File: config.mk
export PLATFORM = sky130hd
export DESIGN_NAME = lru_key_value_cache_flat
export DESIGN_NICKNAME = d
export VERILOG_FILES = /design/src/hw/rtl/lkvc_pkg.sv /design/src/hw/rtl/lkvc_if.sv /design/src/hw/rtl/lkvc_cell.sv /design/src/hw/rtl/lru_key_value_cache.sv /design/src/flat_wrapper.sv
export SDC_FILE = /design/constraint.sdc
export NUM_CORES = 2
export LEC_CHECK = 0
export BUFFER_PORTS_ARGS = -buffer_cell sky130_fd_sc_hd__buf_2
export CAP_MARGIN = 20
export CORE_ASPECT_RATIO = 0.9
export CORE_MARGIN = 4
export CORE_UTILIZATION = 47
export DETAILED_ROUTE_END_ITERATION = 7
export GPL_TIMING_DRIVEN = 0
export PLACE_DENSITY = 0.64
export SETUP_SLACK_MARGIN = 0.05
export SKIP_CTS_REPAIR_TIMING = 1
export SYNTH_ARGS = -nofsm -noshare
export SYNTH_HDL_FRONTEND = slang
export SYNTH_SLANG_ARGS = --single-unit
File: constraint.sdc
create_clock -name clk -period 25.1 [get_ports clk]
set_input_delay 1.255 -clock clk [delete_from_list [all_inputs] [get_ports clk]]
set_output_delay 1.255 -clock clk [all_outputs]
set_load 0.02 [all_outputs]
File: src/hw/rtl/lkvc_pkg.sv
package lkvc_pkg;

  // Fixed field widths
  localparam int KEY_W = 31;
  localparam int CAP_W = 5;
  localparam logic [CAP_W-1:0] CAP_RESET = 5'd16;

  // Operation codes
  typedef enum logic {
    OP_GET = 1'b0,
    OP_PUT = 1'b1
  } op_t;

  // Broadcast controls from the sequencer to every cell
  typedef struct packed {
    logic compare;   // capture key match into each cell
    logic update;    // commit this cycle's shift
    logic hit;       // the item matched a stored key
    logic insert;    // put miss, free room: grow the chain by one
    logic evict;     // put miss at capacity: oldest entry falls off
  } cell_ctrl_t;

endpackage

File: src/hw/rtl/lkvc_if.sv
// Request channel
interface lkvc_in_if #(
  parameter int VALUE_BITS = 64
);
  logic                      valid;
  logic                      ready;
  logic                      operation;
  logic [lkvc_pkg::KEY_W-1:0] lookup_key;
  logic [VALUE_BITS-1:0]     write_value;

  modport source (output valid, output operation, output lookup_key, output write_value,
                  input ready);
  modport sink (input valid, input operation, input lookup_key, input write_value,
                output ready);
endinterface

// Result channel
interface lkvc_out_if #(
  parameter int VALUE_BITS = 64
);
  logic                  valid;
  logic                  ready;
  logic                  hit;
  logic [VALUE_BITS-1:0] read_value;
  logic                  evicted;

  modport source (output valid, output hit, output read_value, output evicted,
                  input ready);
  modport sink (input valid, input hit, input read_value, input evicted,
                output ready);
endinterface

File: src/hw/rtl/lkvc_cell.sv
// One entry of the recency chain. Position in the chain is the recency rank:
// cell 0 holds the most recent entry. On update a cell takes its lower
// neighbor's contents when it lies in the shifted span.
module lkvc_cell #(
  parameter int VALUE_BITS = 64
) (
  input  logic                        clk,
  input  logic                        rst_n,
  input  lkvc_pkg::cell_ctrl_t        ctrl,
  input  logic [lkvc_pkg::KEY_W-1:0]  search_key,
  // from the more recent neighbor
  input  logic [lkvc_pkg::KEY_W-1:0]  prev_key,
  input  logic [VALUE_BITS-1:0]       prev_val,
  input  logic                        prev_valid,
  input  logic                        seen_in,
  input  logic [VALUE_BITS-1:0]       found_in,
  // to the less recent neighbor
  output logic [lkvc_pkg::KEY_W-1:0]  key_o,
  output logic [VALUE_BITS-1:0]       val_o,
  output logic                        valid_o,
  output logic                        seen_out,
  output logic [VALUE_BITS-1:0]       found_out
);

  logic [lkvc_pkg::KEY_W-1:0] key_r;
  logic [VALUE_BITS-1:0]      val_r;
  logic                       valid_r;
  logic                       match_r;
  logic                       shift;

  // Which cells move this update
  always_comb begin
    shift = 1'b0;
    if (ctrl.update) begin
      priority if (ctrl.hit) begin
        // cells from the head down to the matching one
        shift = !seen_in;
      end else if (ctrl.insert) begin
        shift = valid_r | prev_valid;
      end else if (ctrl.evict) begin
        shift = valid_r;
      end
    end
  end

  // Control state: valid and match flags
  always_ff @(posedge clk) begin
    if (!rst_n) begin
      valid_r <= 1'b0;
      match_r <= 1'b0;
    end else begin
      if (ctrl.compare) begin
        match_r <= valid_r & (key_r == search_key);
      end
      if (shift) begin
        valid_r <= prev_valid;
      end
    end
  end

  // Payload
  always_ff @(posedge clk) begin
    if (shift) begin
      key_r <= prev_key;
      val_r <= prev_val;
    end
  end

  assign key_o     = key_r;
  assign val_o     = val_r;
  assign valid_o   = valid_r;
  assign seen_out  = seen_in | match_r;
  assign found_out = found_in | (match_r ? val_r : '0);

endmodule

File: src/hw/rtl/lru_key_value_cache.sv
// Fully associative key-value cache with LRU replacement, built as a chain
// of ENTRIES cells ordered by recency (cell 0 is the most recent entry).
// Each request is a get or a put of a 31-bit key; every request returns one
// result (hit, read_value on a get hit, evicted on a put miss at capacity).
// A request is compared in all cells at once in S_LOOK; in S_UPD the match
// is carried along the chain and the entries shift by one cell. The next
// request is accepted in S_UPD once the output register is free or being
// read. A finished result waits in the output register while the next
// request is compared. capacity_limit (cfg port, reset 16, 0 acts as 1,
// clamped to ENTRIES) sets how many entries are held before eviction begins.
module lru_key_value_cache #(
  parameter int ENTRIES    = 16,
  parameter int VALUE_BITS = 64
) (
  input  logic                          clk,
  input  logic                          rst_n,
  lkvc_in_if.sink                       in_chan,
  lkvc_out_if.source                    out_chan,
  input  logic                          cfg_wr_en,
  input  logic [lkvc_pkg::CAP_W-1:0]    cfg_wr_data
);

  localparam int CNT_W = $clog2(ENTRIES + 1);

  typedef enum logic [2:0] {
    S_IDLE = 3'b001,
    S_LOOK = 3'b010,
    S_UPD  = 3'b100
  } state_t;

  state_t                      state_r, state_nxt;
  logic [lkvc_pkg::CAP_W-1:0]  cap_r;
  logic [CNT_W-1:0]            count_r;
  lkvc_pkg::op_t               op_r;
  logic [lkvc_pkg::KEY_W-1:0]  key_r;
  logic [VALUE_BITS-1:0]       wval_r;

  logic                        out_valid_r;
  logic                        out_hit_r;
  logic [VALUE_BITS-1:0]       out_rval_r;
  logic                        out_evict_r;

  logic                        upd_go;
  logic                        in_xfer;
  logic                        hit;
  logic                        is_put;
  logic                        at_cap;
  logic [VALUE_BITS-1:0]       found_val;
  lkvc_pkg::cell_ctrl_t        ctrl;

  // Chain links, index i feeds cell i
  logic [lkvc_pkg::KEY_W-1:0]  lk_key   [ENTRIES+1];
  logic [VALUE_BITS-1:0]       lk_val   [ENTRIES+1];
  logic                        lk_valid [ENTRIES+1];
  logic                        lk_seen  [ENTRIES+1];
  logic [VALUE_BITS-1:0]       lk_found [ENTRIES+1];

  // Handshake
  assign upd_go         = (state_r == S_UPD) && (!out_valid_r || out_chan.ready);
  assign in_chan.ready  = (state_r == S_IDLE) || upd_go;
  assign in_xfer        = in_chan.valid && in_chan.ready;

  // Sequencer
  always_comb begin
    state_nxt = state_r;
    unique case (state_r)
      S_IDLE: if (in_xfer) state_nxt = S_LOOK;
      S_LOOK: state_nxt = S_UPD;
      S_UPD: begin
        if (upd_go) state_nxt = in_xfer ? S_LOOK : S_IDLE;
      end
      default: state_nxt = S_IDLE;
    endcase
  end

  // Capacity check: limit 0 acts as 1, above ENTRIES acts as ENTRIES
  always_comb begin
    int cnt;
    int cap;
    cnt = int'(count_r);
    cap = (cap_r == '0) ? 1 : int'(cap_r);
    at_cap = (cnt >= ENTRIES) || (cnt >= cap);
  end

  assign hit       = lk_seen[ENTRIES];
  assign found_val = lk_found[ENTRIES];
  assign is_put    = (op_r == lkvc_pkg::OP_PUT);

  always_comb begin
    ctrl.compare = (state_r == S_LOOK);
    ctrl.update  = upd_go;
    ctrl.hit     = hit;
    ctrl.insert  = is_put && !hit && !at_cap;
    ctrl.evict   = is_put && !hit && at_cap;
  end

  // Head of the chain: the entry that becomes most recent
  assign lk_key[0]   = key_r;
  assign lk_val[0]   = is_put ? wval_r : found_val;
  assign lk_valid[0] = 1'b1;
  assign lk_seen[0]  = 1'b0;
  assign lk_found[0] = '0;

  for (genvar i = 0; i < ENTRIES; i++) begin : g_cell
    lkvc_cell #(
      .VALUE_BITS (VALUE_BITS)
    ) u_cell (
      .clk        (clk),
      .rst_n      (rst_n),
      .ctrl       (ctrl),
      .search_key (key_r),
      .prev_key   (lk_key[i]),
      .prev_val   (lk_val[i]),
      .prev_valid (lk_valid[i]),
      .seen_in    (lk_seen[i]),
      .found_in   (lk_found[i]),
      .key_o      (lk_key[i+1]),
      .val_o      (lk_val[i+1]),
      .valid_o    (lk_valid[i+1]),
      .seen_out   (lk_seen[i+1]),
      .found_out  (lk_found[i+1])
    );
  end

  // Control registers
  always_ff @(posedge clk) begin
    if (!rst_n) begin
      state_r     <= S_IDLE;
      cap_r       <= lkvc_pkg::CAP_RESET;
      count_r     <= '0;
      out_valid_r <= 1'b0;
    end else begin
      state_r <= state_nxt;
      if (cfg_wr_en) begin
        cap_r <= cfg_wr_data;
      end
      if (upd_go && ctrl.insert) begin
        count_r <= count_r + CNT_W'(1);
      end
      if (upd_go) begin
        out_valid_r <= 1'b1;
      end else if (out_chan.ready) begin
        out_valid_r <= 1'b0;
      end
    end
  end

  // Request and result payload
  always_ff @(posedge clk) begin
    if (in_xfer) begin
      op_r   <= lkvc_pkg::op_t'(in_chan.operation);
      key_r  <= in_chan.lookup_key;
      wval_r <= in_chan.write_value;
    end
    if (upd_go) begin
      out_hit_r   <= hit;
      out_rval_r  <= (hit && !is_put) ? found_val : '0;
      out_evict_r <= ctrl.evict;
    end
  end

  assign out_chan.valid      = out_valid_r;
  assign out_chan.hit        = out_hit_r;
  assign out_chan.read_value = out_rval_r;
  assign out_chan.evicted    = out_evict_r;

endmodule

File: src/flat_wrapper.sv
// flat-port wrapper written by rule: the top's interface ports become plain ports
module lru_key_value_cache_flat 
#(
  parameter int ENTRIES    = 16,
  parameter int VALUE_BITS = 64
)
  (clk, rst_n, cfg_wr_en, cfg_wr_data, in_chan_valid, in_chan_operation, in_chan_lookup_key, in_chan_write_value, in_chan_ready, out_chan_valid, out_chan_hit, out_chan_read_value, out_chan_evicted, out_chan_ready);
  lkvc_in_if #(.VALUE_BITS(VALUE_BITS)) in_chan_i ();
  lkvc_out_if #(.VALUE_BITS(VALUE_BITS)) out_chan_i ();
  input  logic clk;
  input  logic rst_n;
  input  logic cfg_wr_en;
  input  logic [lkvc_pkg::CAP_W-1:0] cfg_wr_data;
  input wire logic [$bits(in_chan_i.valid)-1:0] in_chan_valid;
  input wire logic [$bits(in_chan_i.operation)-1:0] in_chan_operation;
  input wire logic [$bits(in_chan_i.lookup_key)-1:0] in_chan_lookup_key;
  input wire logic [$bits(in_chan_i.write_value)-1:0] in_chan_write_value;
  output wire logic [$bits(in_chan_i.ready)-1:0] in_chan_ready;
  output wire logic [$bits(out_chan_i.valid)-1:0] out_chan_valid;
  output wire logic [$bits(out_chan_i.hit)-1:0] out_chan_hit;
  output wire logic [$bits(out_chan_i.read_value)-1:0] out_chan_read_value;
  output wire logic [$bits(out_chan_i.evicted)-1:0] out_chan_evicted;
  input wire logic [$bits(out_chan_i.ready)-1:0] out_chan_ready;
  assign in_chan_i.valid = in_chan_valid;
  assign in_chan_i.operation = in_chan_operation;
  assign in_chan_i.lookup_key = in_chan_lookup_key;
  assign in_chan_i.write_value = in_chan_write_value;
  assign in_chan_ready = in_chan_i.ready;
  assign out_chan_valid = out_chan_i.valid;
  assign out_chan_hit = out_chan_i.hit;
  assign out_chan_read_value = out_chan_i.read_value;
  assign out_chan_evicted = out_chan_i.evicted;
  assign out_chan_i.ready = out_chan_ready;
  lru_key_value_cache #(.ENTRIES(ENTRIES), .VALUE_BITS(VALUE_BITS)) u_core (.clk(clk), .rst_n(rst_n), .in_chan(in_chan_i), .out_chan(out_chan_i), .cfg_wr_en(cfg_wr_en), .cfg_wr_data(cfg_wr_data));
endmodule
==> reports/results.txt <==
PwrDens -> 75.4 nW/um^2
Root Driver -> clkbuf_16
sequential area share after synthesis -> 79.0%
htree depth -> 4
Worst EP required -> 25590 ps
Core Rows -> 129
effective utilization at floorplan -> 47.3%
final worst setup slack -> 20340 ps
Slew headroom -> 10.7%
# IOs -> 174
drt wl/cell -> 33.5 um
final period utilization -> 19.0%
most frequent cells in the layout -> edfxtp_1 (1682), xnor2_1 (271), a22oi_1 (256), nor2_1 (231), xor2_1 (225)
# DRC -> 0
die height -> 361 um
Final Hold Vio Count -> 0
number of synthesized register bits -> 1728
Final GP Congestion -> 0.900
syn nets -> 3905
Yosys cell types -> 58
Int Power -> 0.00453 W
Setup WS pre-CTS -> 20410 ps
CP startpoint kind -> flop
run status -> finished, final reports clean
worst vdd ir -> 0.0622 mV
final wirelength -> 210000 um
grt ovf -> 0
CTS tree -> done
drt via density -> 6.36
Final nets -> 4392
Die Wd -> 400 um
Crit Path Max Fanout -> 16
Port Buffer Count -> 172
WP data arrival -> 5250 ps
initial DRC count -> 6767
FFs w/ async S/R, synth -> 0%
die area -> 144000 um^2
clock-pin transition on the worst setup and hold timing paths -> 70 ps
proportion of power drawn by combinational gates -> 2.6%
RSZ-0062 raised after global routing -> false
vias in the first global route -> 38600
Post-Syn Area -> 65100 um^2
first-pass GRT wire length -> 289000 um
Leak -> 24.5 nW
Post-synth top flop -> edfxtp_1
Max Slew Vio Count -> 0
Max-Cap Viols -> 0
most common cell after layout, fill and taps aside -> edfxtp_1
Clock Sink Count -> 1728
Clock Power Share -> 42.7%
r2r worst-path depth -> 10
Pre-antenna DRT Iters -> 6
CTS Buf Count -> 174
Setup crit end kind -> flop
Final setup viols -> 0
hold slack -> 414 ps
Fmax -> 0.210 GHz
final setup TNS -> 0 ps
post-route ant nets -> 0
DP HPWL -> 146000 um
fin crit period -> 4760 ps
Worst Tran Pin Value -> 1340 ps
Finished Core Util -> 55.5%
initial antenna violation count -> 6
Post-Syn Instances -> 3792
Bufs on Longest Clock Path -> 3
gr usage total -> 28.3%
worst skew pair latency -> 820 ps
sequential group share of total power -> 54.7%
hold crit path type -> flop to flop
Syn Area/Cell -> 17.2 um^2
Via Count -> 39800
share of layout cells above drive strength 1 -> 13.3%
Post-synth EDFFs -> 1682
crit path kind -> flop to flop
skew final -> 61.1 ps
yosys warns -> 0
Pwr Total -> 0.00575 W
largest net degree at the start of global routing -> 58
Sw Ratio -> 21.3%
Layout area overhead -> 17.3%
Core Area -> 138000 um^2
Hold Crit Depth -> 0
NetSw -> 0.00123 W
==> synthesized netlist by cell type, drive strengths merged (3+ instances only) <==
cell type	count	area share (%)
nor2	232	1.3
nand3	155	1.2
a211oi	15	0.17
nor3	36	0.28
nand2	30	0.17
a21oi	91	0.70
xnor2	271	3.6
a221oi	130	1.7
or3	6	0.058
nor3b	5	0.058
o211ai	6	0.069
nor2b	3	0.029
edfxtp	1682	78
buf	43	0.25
mux2i	4	0.062
a31oi	5	0.048
xor2	225	3.0
o31ai	5	0.058
a22o	128	1.7
nand4	79	0.76
clkbuf	173	1.0
dfxtp	46	1.4
nand2b	4	0.038
ha	7	0.13
and3	7	0.067
or4	3	0.035
nor4	57	0.55
inv	21	0.12
o21ai	34	0.26
a22oi	256	3.0
==> path summary, 6_finish.rpt <==
check / start / slack (ps) / endpoint
max: u_core.g_cell[0].u_cell.match_r / 20340 / u_core.g_cell[9].u_cell.val_o[46]
min: u_core.g_cell[10].u_cell.val_o[6] / 410 / u_core.g_cell[11].u_cell.val_o[6]
max reg2reg: u_core.g_cell[0].u_cell.match_r / 20340 / u_core.g_cell[9].u_cell.val_o[46]
min reg2reg: u_core.g_cell[10].u_cell.val_o[6] / 410 / u_core.g_cell[11].u_cell.val_o[6]
==> stage by stage <==
stage / cells / instance area (um^2)
finish: 6256 / 76300
global route: 6254 / 76300
floorplan: 3792 / 65100
detailed placement: 5926 / 70900
global placement: 5798 / 68200
CTS: 6243 / 76100
==> layout make-up <==
| class | count | area (um^2) |
|---|---|---|
| antenna | 2 | 5.00 |
| buffer | 216 | 831 |
| clock inverter | 86 | 589 |
| fill | 10700 | 61200 |
| tap | 1834 | 2290 |
| sequential | 1728 | 51400 |
| clock buffer | 231 | 4700 |
| inverter | 23 | 86.3 |
| timing repair buffer | 311 | 3450 |
| multi-input combinational | 1825 | 12900 |
==> layer usage <==
| metal | vias to the layer above | global-route usage (%) | wire, um |
|---|---|---|---|
| li1 | 16000 | - | - |
| met1 | 20000 | 39.4 | 80500 |
| met2 | 3291 | 41.3 | 90400 |
| met3 | 534 | 9.57 | 29800 |
| met4 | 2 | 11.2 | 9120 |
| met5 | - | 0.455 | 93 |
==> critical path: stages (launching register included) <==
cell,delay [ps]
dfxtp_1,300
clkbuf_1,370
or3_1,540
or3_1,320
buf_2,180
nor2_1,590
clkbuf_1,470
o21ai_0,290
a21oi_4,860
buf_12,300
buf_16,190
==> kinds of logic (layout without fill, tap and decap cells) <==
logic type / Yosys count / in the layout / share of synthesized area, %
and+or+nand+nor: 625 / 625 / 4.67
adders and majority gates: 7 / 7 / 0.135
other: 0 / 2 / 0
muxes: 4 / 4 / 0.0615
AOI/OAI and AO/OA: 693 / 693 / 8.05
xor gates and xnor gates: 496 / 496 / 6.68
DFF: 1728 / 1728 / 79.0
buffers and inverters: 239 / 867 / 1.39
==> flip-flops by register name (all words and copies together) (netlist names) <==
name / count
u_core.cap_r: 5
u_core.count_r: 5
u_core.g_cell.u_cell.key_o: 496
u_core.g_cell.u_cell.match_r: 16
u_core.g_cell.u_cell.val_o: 1024
u_core.g_cell.u_cell.valid_o: 16
u_core.is_put: 1
u_core.key_r: 31
u_core.out_chan.evicted: 1
u_core.out_chan.hit: 1
u_core.out_chan.read_value: 64
u_core.out_chan.valid: 1
u_core.state_r: 3
u_core.wval_r: 64
==> power by group through the flow <==
| stage | sequential [W] | clock [W] | combinational, W |
|---|---|---|---|
| CTS | 0.00314 | 0.00247 | 0.000149 |
| finish | 0.00314 | 0.00246 | 0.000151 |
| global route | 0.00314 | 0.00260 | 0.000160 |
| global placement | 0.00321 | 0 | 0.000145 |
| detailed placement | 0.00321 | 0 | 0.000148 |
| floorplan | 0.00320 | 0 | 0.0000839 |
(Power assumes the default switching activity.)
